File: config.mk
export PLATFORM = sky130hd
export DESIGN_NAME = sha1_byte_stream_hasher
export DESIGN_NICKNAME = d
export VERILOG_FILES = /design/src/design/sha1bs_pkg.sv /design/src/design/sha1bs_dp.sv /design/src/design/sha1bs_ctrl.sv /design/src/design/sha1_byte_stream_hasher.sv
export SDC_FILE = /design/constraint.sdc
export NUM_CORES = 2
export LEC_CHECK = 0
export ABC_AREA = 1
export BUFFER_PORTS_ARGS = -buffer_cell sky130_fd_sc_hd__buf_2
export CAP_MARGIN = 15
export CORE_ASPECT_RATIO = 1.25
export CORE_UTILIZATION = 45
export DETAILED_ROUTE_END_ITERATION = 10
export PLACE_DENSITY = 0.57
export REMOVE_ABC_BUFFERS = 1
export SYNTH_ARGS = -nofsm -noshare
export SYNTH_HDL_FRONTEND = slang
export SYNTH_SLANG_ARGS = --single-unit
File: constraint.sdc
create_clock -name i_clk -period 50.5 [get_ports i_clk]
set_input_delay 5.05 -clock i_clk [delete_from_list [all_inputs] [get_ports i_clk]]
set_output_delay 5.05 -clock i_clk [all_outputs]
set_load 0.05 [all_outputs]
File: src/design/sha1bs_pkg.sv
// Shared types, constants and command/status records of the SHA-1 byte-stream hasher.
package sha1bs_pkg;

    typedef struct packed {
        logic [7:0] msg_byte;
        logic       byte_present;
        logic       end_of_message;
    } t_in_req;

    typedef struct packed {
        logic [31:0] digest_word;
        logic [2:0]  word_number;
        logic        last_word;
    } t_out_res;

    // Initial chaining value; entry 0 is the first digest word.
    localparam logic [4:0][31:0] H_INIT = {
        32'hC3D2E1F0, 32'h10325476, 32'h98BADCFE, 32'hEFCDAB89, 32'h67452301
    };

    localparam logic [31:0] K_R0 = 32'h5A827999;
    localparam logic [31:0] K_R1 = 32'h6ED9EBA1;
    localparam logic [31:0] K_R2 = 32'h8F1BBCDC;
    localparam logic [31:0] K_R3 = 32'hCA62C1D6;

    localparam logic [7:0] PAD_LEAD   = 8'h80;
    localparam logic [5:0] LEN_OFFSET = 6'd56;
    localparam int         ROUNDS     = 80;
    localparam int         NUM_WORDS  = 5;

    // Source of the byte that goes into the block buffer.
    localparam logic [1:0] BSEL_MSG  = 2'd0;
    localparam logic [1:0] BSEL_LEAD = 2'd1;
    localparam logic [1:0] BSEL_ZERO = 2'd2;
    localparam logic [1:0] BSEL_LEN  = 2'd3;

    typedef struct packed {
        logic       absorb;
        logic [1:0] bsel;
        logic       round;
        logic       add;
        logic       out_next;
    } t_dp_cmd;

    typedef struct packed {
        logic [5:0] off;
        logic       rnd_last;
        logic       wi_last;
    } t_dp_sts;

endpackage

File: src/design/sha1bs_dp.sv
// Datapath: block buffer and message schedule window, round logic, chaining value, byte count.
module sha1bs_dp import sha1bs_pkg::*; (
    input  logic       i_clk,
    input  logic       i_rst_n,
    input  t_dp_cmd    i_cmd,
    input  logic [7:0] i_msg_byte,
    output t_dp_sts    o_sts,
    output t_out_res   o_res
);

    logic [511:0]     r_blk;
    logic [63:0]      r_cnt;
    logic [63:0]      r_bitlen;
    logic [31:0]      r_a, r_b, r_c, r_d, r_e;
    logic [4:0][31:0] r_h;
    logic [6:0]       r_rnd;
    logic [2:0]       r_wi;

    logic [7:0]  abs_byte;
    logic [2:0]  len_idx;
    logic [31:0] w0, w2, w8, w13, w_x, w_new;
    logic [31:0] f_val, k_val, n_a;
    logic [1:0]  phase;

    assign len_idx = ~r_cnt[2:0];

    always_comb begin
        case (i_cmd.bsel)
            BSEL_MSG:  abs_byte = i_msg_byte;
            BSEL_LEAD: abs_byte = PAD_LEAD;
            BSEL_ZERO: abs_byte = 8'h00;
            default:   abs_byte = r_bitlen[{len_idx, 3'b000} +: 8];
        endcase
    end

    // The buffer doubles as the 16-word schedule window; word 0 is W[t].
    assign w0    = r_blk[511:480];
    assign w2    = r_blk[447:416];
    assign w8    = r_blk[255:224];
    assign w13   = r_blk[95:64];
    assign w_x   = w13 ^ w8 ^ w2 ^ w0;
    assign w_new = {w_x[30:0], w_x[31]};

    always_comb begin
        if (r_rnd < 7'd20) begin
            phase = 2'd0;
        end else if (r_rnd < 7'd40) begin
            phase = 2'd1;
        end else if (r_rnd < 7'd60) begin
            phase = 2'd2;
        end else begin
            phase = 2'd3;
        end
        case (phase)
            2'd0: begin
                f_val = (r_b & r_c) | (~r_b & r_d);
                k_val = K_R0;
            end
            2'd1: begin
                f_val = r_b ^ r_c ^ r_d;
                k_val = K_R1;
            end
            2'd2: begin
                f_val = (r_b & r_c) | (r_b & r_d) | (r_c & r_d);
                k_val = K_R2;
            end
            default: begin
                f_val = r_b ^ r_c ^ r_d;
                k_val = K_R3;
            end
        endcase
        n_a = {r_a[26:0], r_a[31:27]} + f_val + r_e + k_val + w0;
    end

    always_ff @(posedge i_clk) begin
        if (i_cmd.absorb) begin
            r_blk <= {r_blk[503:0], abs_byte};
            r_a   <= r_h[0];
            r_b   <= r_h[1];
            r_c   <= r_h[2];
            r_d   <= r_h[3];
            r_e   <= r_h[4];
            if (i_cmd.bsel == BSEL_LEAD) begin
                r_bitlen <= {r_cnt[60:0], 3'b000};
            end
        end else if (i_cmd.round) begin
            r_blk <= {r_blk[479:0], w_new};
            r_a   <= n_a;
            r_b   <= r_a;
            r_c   <= {r_b[1:0], r_b[31:2]};
            r_d   <= r_c;
            r_e   <= r_d;
        end
    end

    always_ff @(posedge i_clk) begin
        if (!i_rst_n) begin
            r_h   <= H_INIT;
            r_cnt <= '0;
            r_rnd <= '0;
            r_wi  <= '0;
        end else begin
            if (i_cmd.absorb) begin
                r_cnt <= r_cnt + 64'd1;
                r_rnd <= '0;
            end
            if (i_cmd.round) begin
                r_rnd <= r_rnd + 7'd1;
            end
            if (i_cmd.add) begin
                r_h[0] <= r_h[0] + r_a;
                r_h[1] <= r_h[1] + r_b;
                r_h[2] <= r_h[2] + r_c;
                r_h[3] <= r_h[3] + r_d;
                r_h[4] <= r_h[4] + r_e;
            end
            if (i_cmd.out_next) begin
                if (o_sts.wi_last) begin
                    // Digest delivered: start the next message.
                    r_wi  <= '0;
                    r_h   <= H_INIT;
                    r_cnt <= '0;
                end else begin
                    r_wi <= r_wi + 3'd1;
                end
            end
        end
    end

    assign o_sts.off      = r_cnt[5:0];
    assign o_sts.rnd_last = (r_rnd == 7'(ROUNDS - 1));
    assign o_sts.wi_last  = (r_wi == 3'(NUM_WORDS - 1));

    assign o_res.digest_word = r_h[r_wi];
    assign o_res.word_number = r_wi;
    assign o_res.last_word   = o_sts.wi_last;

endmodule

File: src/design/sha1bs_ctrl.sv
// Controller: request handshakes, padding sequence, compression and digest output states.
module sha1bs_ctrl import sha1bs_pkg::*; (
    input  logic    i_clk,
    input  logic    i_rst_n,
    input  logic    i_in_valid,
    input  t_in_req i_in_req,
    output logic    o_in_ready,
    output logic    o_out_valid,
    input  logic    i_out_ready,
    input  t_dp_sts i_sts,
    output t_dp_cmd o_cmd
);

    localparam logic [2:0] S_IDLE = 3'd0;
    localparam logic [2:0] S_LEAD = 3'd1;
    localparam logic [2:0] S_ZERO = 3'd2;
    localparam logic [2:0] S_LEN  = 3'd3;
    localparam logic [2:0] S_COMP = 3'd4;
    localparam logic [2:0] S_ADD  = 3'd5;
    localparam logic [2:0] S_OUT  = 3'd6;

    logic [2:0] r_state, n_state;
    logic [2:0] r_ret, n_ret;
    logic [5:0] off_inc;

    assign off_inc = i_sts.off + 6'd1;

    always_comb begin
        n_state     = r_state;
        n_ret       = r_ret;
        o_cmd       = '0;
        o_in_ready  = 1'b0;
        o_out_valid = 1'b0;
        unique case (r_state)
            S_IDLE: begin
                o_in_ready = 1'b1;
                if (i_in_valid) begin
                    if (i_in_req.byte_present) begin
                        o_cmd.absorb = 1'b1;
                        o_cmd.bsel   = BSEL_MSG;
                    end
                    if (i_in_req.byte_present && off_inc == 6'd0) begin
                        n_state = S_COMP;
                        n_ret   = i_in_req.end_of_message ? S_LEAD : S_IDLE;
                    end else if (i_in_req.end_of_message) begin
                        n_state = S_LEAD;
                    end
                end
            end
            S_LEAD, S_ZERO: begin
                o_cmd.absorb = 1'b1;
                o_cmd.bsel   = (r_state == S_LEAD) ? BSEL_LEAD : BSEL_ZERO;
                if (off_inc == 6'd0) begin
                    n_state = S_COMP;
                    n_ret   = S_ZERO;
                end else if (off_inc == LEN_OFFSET) begin
                    n_state = S_LEN;
                end else begin
                    n_state = S_ZERO;
                end
            end
            S_LEN: begin
                o_cmd.absorb = 1'b1;
                o_cmd.bsel   = BSEL_LEN;
                if (off_inc == 6'd0) begin
                    n_state = S_COMP;
                    n_ret   = S_OUT;
                end
            end
            S_COMP: begin
                o_cmd.round = 1'b1;
                if (i_sts.rnd_last) begin
                    n_state = S_ADD;
                end
            end
            S_ADD: begin
                o_cmd.add = 1'b1;
                n_state   = r_ret;
            end
            S_OUT: begin
                o_out_valid = 1'b1;
                if (i_out_ready) begin
                    o_cmd.out_next = 1'b1;
                    if (i_sts.wi_last) begin
                        n_state = S_IDLE;
                    end
                end
            end
            default: begin
                n_state = S_IDLE;
            end
        endcase
    end

    always_ff @(posedge i_clk) begin
        if (!i_rst_n) begin
            r_state <= S_IDLE;
            r_ret   <= S_IDLE;
        end else begin
            r_state <= n_state;
            r_ret   <= n_ret;
        end
    end

    a_no_overlap: assert property (@(posedge i_clk) disable iff (!i_rst_n)
        o_out_valid |-> !o_in_ready)
        else $error("input taken while digest words are pending");

    a_comp_full: assert property (@(posedge i_clk) disable iff (!i_rst_n)
        (r_state == S_COMP) |-> (i_sts.off == 6'd0))
        else $error("compression started on a partial block");

    a_len_slot: assert property (@(posedge i_clk) disable iff (!i_rst_n)
        (r_state == S_LEN) |-> (i_sts.off[5:3] == 3'b111))
        else $error("length byte outside the last eight block bytes");

    a_out_after_add: assert property (@(posedge i_clk) disable iff (!i_rst_n)
        $rose(o_out_valid) |-> ($past(r_state) == S_ADD && i_sts.off == 6'd0))
        else $error("digest shown before the final block was folded in");

endmodule

File: src/design/sha1_byte_stream_hasher.sv
// Top level of the SHA-1 byte-stream hasher: controller and datapath.
//
//   channel   direction  handshake                  payload
//   input     in         i_in_valid / o_in_ready    i_in_data  (t_in_req)
//   output    out        o_out_valid / i_out_ready  o_out_data (t_out_res)
//
// A message byte is taken in the idle state. Every 64th byte starts a compression: 80 rounds on the
// single round unit, then a step that folds the result into the chaining value.
// A closing request adds the padding bytes (9 to 72), the compressions they complete,
// and the digest words; no request is taken meanwhile.
// Reset is synchronous, active low, and restores the initial chaining value at once.
// A stall on the output holds the current digest word and blocks new requests.
module sha1_byte_stream_hasher import sha1bs_pkg::*; (
    input  logic     i_clk,
    input  logic     i_rst_n,
    input  logic     i_in_valid,
    output logic     o_in_ready,
    input  t_in_req  i_in_data,
    output logic     o_out_valid,
    input  logic     i_out_ready,
    output t_out_res o_out_data
);

    t_dp_cmd cmd;
    t_dp_sts sts;

    sha1bs_ctrl u_ctrl (
        .i_clk       (i_clk),
        .i_rst_n     (i_rst_n),
        .i_in_valid  (i_in_valid),
        .i_in_req    (i_in_data),
        .o_in_ready  (o_in_ready),
        .o_out_valid (o_out_valid),
        .i_out_ready (i_out_ready),
        .i_sts       (sts),
        .o_cmd       (cmd)
    );

    sha1bs_dp u_dp (
        .i_clk      (i_clk),
        .i_rst_n    (i_rst_n),
        .i_cmd      (cmd),
        .i_msg_byte (i_in_data.msg_byte),
        .o_sts      (sts),
        .o_res      (o_out_data)
    );

endmodule

==> impl_results.html <==
<table>
<tr><th>Metric</th><th>Value</th></tr>
<tr><th colspan="2">Run status</th></tr>
<tr><td>Run status</td><td>finished, final reports clean</td></tr>
<tr><th colspan="2">Clock network</th></tr>
<tr><td>Skew-Pair Late Insertion Delay</td><td>0.77 ns</td></tr>
<tr><td>Number of buffers added to fix hold violations after cts</td><td>0</td></tr>
<tr><td>Clock transition time at the flip-flop clock pins of the worst setup and hold paths</td><td>0.06 ns</td></tr>
<tr><td>Number of buffers created by CTS</td><td>104</td></tr>
<tr><td>CTS resizes</td><td>0</td></tr>
<tr><td>TritonCTS clock tree</td><td>yes</td></tr>
<tr><td>Post CTS Setup Buffer Count</td><td>0</td></tr>
<tr><td>Number of H-tree branching levels</td><td>3</td></tr>
<tr><td>Buffer depth of the longest clock path</td><td>3</td></tr>
<tr><td>Number of sinks driven by the clock tree</td><td>970</td></tr>
<tr><td>Clock tree root driver cell</td><td>sky130_fd_sc_hd__clkbuf_16</td></tr>
<tr><th colspan="2">Logic synthesis</th></tr>
<tr><td>Distinct cells, synth</td><td>61</td></tr>
<tr><td>Area share of the leading cell type in the synthesized netlist</td><td>between 30% and 40%</td></tr>
<tr><td>Library cell with the highest instance count after synthesis</td><td>sky130_fd_sc_hd__nand2_1</td></tr>
<tr><td>Leading area contributor after synthesis</td><td>sky130_fd_sc_hd__edfxtp_1</td></tr>
<tr><td>Post-synth top flop</td><td>sky130_fd_sc_hd__edfxtp_1</td></tr>
<tr><td>Netlist area before placement</td><td>~0.059 mm2</td></tr>
<tr><td>Commonest cells post-synth</td><td>sky130_fd_sc_hd__nand2_1 (2740), sky130_fd_sc_hd__inv_1 (800), sky130_fd_sc_hd__edfxtp_1 (733)</td></tr>
<tr><td>Yosys warns</td><td>0</td></tr>
<tr><td>Share of flip-flops with an asynchronous set or reset</td><td>0%</td></tr>
<tr><td>Synth area leaders</td><td>sky130_fd_sc_hd__edfxtp_1 (37%), sky130_fd_sc_hd__nand2_1 (17%), sky130_fd_sc_hd__dfxtp_1 (8.0%)</td></tr>
<tr><td>Number of enable flip-flop cells after synthesis</td><td>733</td></tr>
<tr><td>Seq/Total Area, Yosys</td><td>a little under half</td></tr>
<tr><td>Count of mapped cells out of synthesis</td><td>7486</td></tr>
<tr><td>Count of state elements after synthesis</td><td>970</td></tr>
<tr><td>Synth Area per Inst</td><td>7.876 um2</td></tr>
<tr><th colspan="2">Floorplanning</th></tr>
<tr><td>Height of the chip</td><td>406.7 um</td></tr>
<tr><td>Effective utilization at floorplan</td><td>45.35%</td></tr>
<tr><td>DIE AREA</td><td>~0.13 mm2</td></tr>
<tr><td>Row count</td><td>148</td></tr>
<tr><td>Horiz. Die Dim</td><td>325.7 um</td></tr>
<tr><td>Area inside the core boundary</td><td>0.1300 mm2</td></tr>
<tr><td>Number of ports placed on the die boundary</td><td>52</td></tr>
<tr><th colspan="2">Route</th></tr>
<tr><td>Number of DRC markers in iteration 0</td><td>4250</td></tr>
<tr><td>Routed via count divided by cell count</td><td>5.469</td></tr>
<tr><td>Number of remaining DRC errors</td><td>0</td></tr>
<tr><td>Detailed-route wire length on metal 1</td><td>78030 um</td></tr>
<tr><td>Antenna Nets Post-Route</td><td>0</td></tr>
<tr><td>Total detailed-routing wirelength</td><td>207900 um</td></tr>
<tr><td>First-pass iteration count of the detailed router</td><td>8</td></tr>
<tr><td>Detail Route met2 WL</td><td>104500 um</td></tr>
<tr><td>Length of routed met3 wiring</td><td>8880 um</td></tr>
<tr><td>Top routing layer used</td><td>met5</td></tr>
<tr><td>Routed vias</td><td>50530</td></tr>
<tr><td>Average wire per standard cell</td><td>22.50 um</td></tr>
<tr><th colspan="2">Finish</th></tr>
<tr><td>Non-Filler Instances</td><td>9239</td></tr>
<tr><td>Post-layout net count</td><td>roughly 7800</td></tr>
<tr><td>Relative area change from synthesis to final layout</td><td>8.555%</td></tr>
<tr><td>Layout Utilization</td><td>49.23%</td></tr>
<tr><td>Number of diodes</td><td>0</td></tr>
<tr><td>Fraction of final layout cells sized beyond drive strength 1</td><td>4.365%</td></tr>
<tr><th colspan="2">Critical path</th></tr>
<tr><td>Crit path capture type</td><td>flop</td></tr>
<tr><td>Crit-path max FO</td><td>roughly 250</td></tr>
<tr><td>Delay of the slowest cell on the worst path</td><td>0.93 ns</td></tr>
<tr><td>Startpoint Class</td><td>primary input</td></tr>
<tr><td>Data required time of the critical path</td><td>50.95 ns</td></tr>
<tr><td>Most frequent cell on the critical path</td><td>sky130_fd_sc_hd__buf_4</td></tr>
<tr><td>Cell with the biggest individual delay on the critical path</td><td>sky130_fd_sc_hd__buf_4</td></tr>
<tr><td>Arrival time of data at the critical path endpoint</td><td>9.50 ns</td></tr>
<tr><td>Critical path start-end classification</td><td>in2reg</td></tr>
<tr><td>CP cell instances</td><td>buf_2 &gt; nand3_2 &gt; nand2_8 &gt; inv_16 &gt; buf_12 &gt; buf_4 &gt; buf_4 &gt; o21ai_0</td></tr>
<tr><th colspan="2">Job</th></tr>
<tr><td>Max-cap violations</td><td>0</td></tr>
<tr><th colspan="2">Timing</th></tr>
<tr><td>Fmax</td><td>about 0.11 GHz</td></tr>
<tr><td>Count of pins over their slew limit</td><td>0</td></tr>
<tr><td>Relative slew slack</td><td>around a quarter</td></tr>
<tr><td>Worst-margin pin slew</td><td>1.119 ns</td></tr>
<tr><td>Setup repair after global routing missed its margin</td><td>no</td></tr>
<tr><td>Final Worst Setup Slack</td><td>41.45 ns</td></tr>
<tr><td>Final min period</td><td>9.046 ns</td></tr>
<tr><td>Final period util</td><td>17.91%</td></tr>
<tr><td>Number of failing hold endpoints at the final stage</td><td>0</td></tr>
<tr><td>Final setup skew</td><td>0.05490 ns</td></tr>
<tr><td>Total Neg Setup Slack</td><td>0 ns</td></tr>
<tr><td>Setup-failing EPs final</td><td>0</td></tr>
<tr><th colspan="2">Global route</th></tr>
<tr><td>Number of global-route vias before repair</td><td>49310</td></tr>
<tr><td>Total routing usage reported by global routing</td><td>31.10%</td></tr>
<tr><td>GRT Residual Overflow</td><td>0</td></tr>
<tr><td>Maximum number of pins on one net before global-route repair</td><td>between 200 and 250</td></tr>
<tr><td>Antenna violations before repair</td><td>3</td></tr>
<tr><td>First-pass GRT wire length</td><td>307300 um</td></tr>
<tr><th colspan="2">Place</th></tr>
<tr><td>Cells after DPL</td><td>approximately 9000</td></tr>
<tr><td>Placer Congestion</td><td>1.053</td></tr>
<tr><td>Pre-CTS setup slack</td><td>roughly 41 ns</td></tr>
<tr><td>Detailed placement HPWL</td><td>between 150000 and 200000 um</td></tr>
<tr><td>Count of buffers inserted at the top-level ports</td><td>51</td></tr>
<tr><th colspan="2">Worst hold path</th></tr>
<tr><td>Worst min-delay path category</td><td>reg2reg</td></tr>
</table>
state kept, by name, summed over array words and instances, names as in the netlist, 7 cells and up:
signal / count
u_dp.r_a: 32
u_dp.r_b: 32
u_dp.r_bitlen: 61
u_dp.r_blk: 512
u_dp.r_c: 32
u_dp.r_cnt: 61
u_dp.r_d: 32
u_dp.r_e: 32
u_dp.r_h: 160
u_dp.r_rnd: 7
final timing paths:
kind / startpoint / endpoint / slack, ns / cells past startpoint
worst max-delay path: i_in_data[1] / u_dp.r_blk[19] / 41.45 / 8
worst min-delay path: u_dp.r_h[95] / u_dp.r_h[95] / 0.47 / 2
worst max register to register: u_dp.r_rnd[6] / u_dp.r_a[22] / 42.92 / 27
worst min register to register: u_dp.r_h[95] / u_dp.r_h[95] / 0.47 / 2
layout make-up:
| class | instances | area (um2) |
|---|---|---|
| Fill cell | 12940 | 65990 |
| Timing Repair Buffer | 91 | 605.6 |
| Tap cell | 1725 | 2158 |
| Inverter | 810 | 3072 |
| Clock inverter | 61 | 599.3 |
| Clock buffer | 136 | 2814 |
| Multi-Input combinational cell | 5446 | 27990 |
| Sequential cell | 970 | 26760 |
through the flow:
stage / hold slack, ns / area [um2]
finish: 0.4726 / 64000
global placement: 0.4393 / 60590
global route: 0.4745 / 64000
detailed placement: 0.4484 / 60590
CTS: 0.4634 / 64000
floorplan: 0.4289 / 57790
worst max-delay path: cells and delay by family:
family	cells	cell delay (ns)
AO/OA/AOI/OAI	1	0.16
AND/OR/NAND/NOR	2	0.65
buffers and inverters	5	3.10
per-layer routing:
layer / vias up / GRT usage (%)
li1: 24410 / -
met5: - / 0
met4: 2 / 22.40
met1: 24060 / 34.66
met3: 533 / 2.879
met2: 1533 / 55.64
placed cells by master (no fill, tap or decap), drive strengths merged, types with 5 or more instances in the layout:
cell type	count
nand2	2745
inv	812
edfxtp	733
nor2	513
o21ai	509
a21oi	454
nand3	353
dfxtp	237
ha	202
clkbuf	136
fa	125
buf	91
xnor2	85
nand4	73
nor3	67
o211ai	58
clkinv	47
or2	44
xor2	41
o21bai	30
a22oi	21
a21o	19
o21a	17
o22ai	15
a211oi	14
nor4	13
a21boi	11
nand3b	9
bufinv	7
o221ai	5
clkinvlp	5
a31oi	5
logic make-up (layout without fill, tap and decap cells):
family	Yosys count	in the layout	synth area share (%)
xor+xnor	126	126	1.872
buf+inv	1070	1098	7.139
fa+ha+maj	327	327	8.531
simple gates	3823	3823	26.22
compound gates	1169	1169	10.83
flops	970	970	45.38
mux	1	1	0.01698
Power is not shown: default switching activity piles up to over one toggle a cycle in this logic, so the estimate is an artifact.
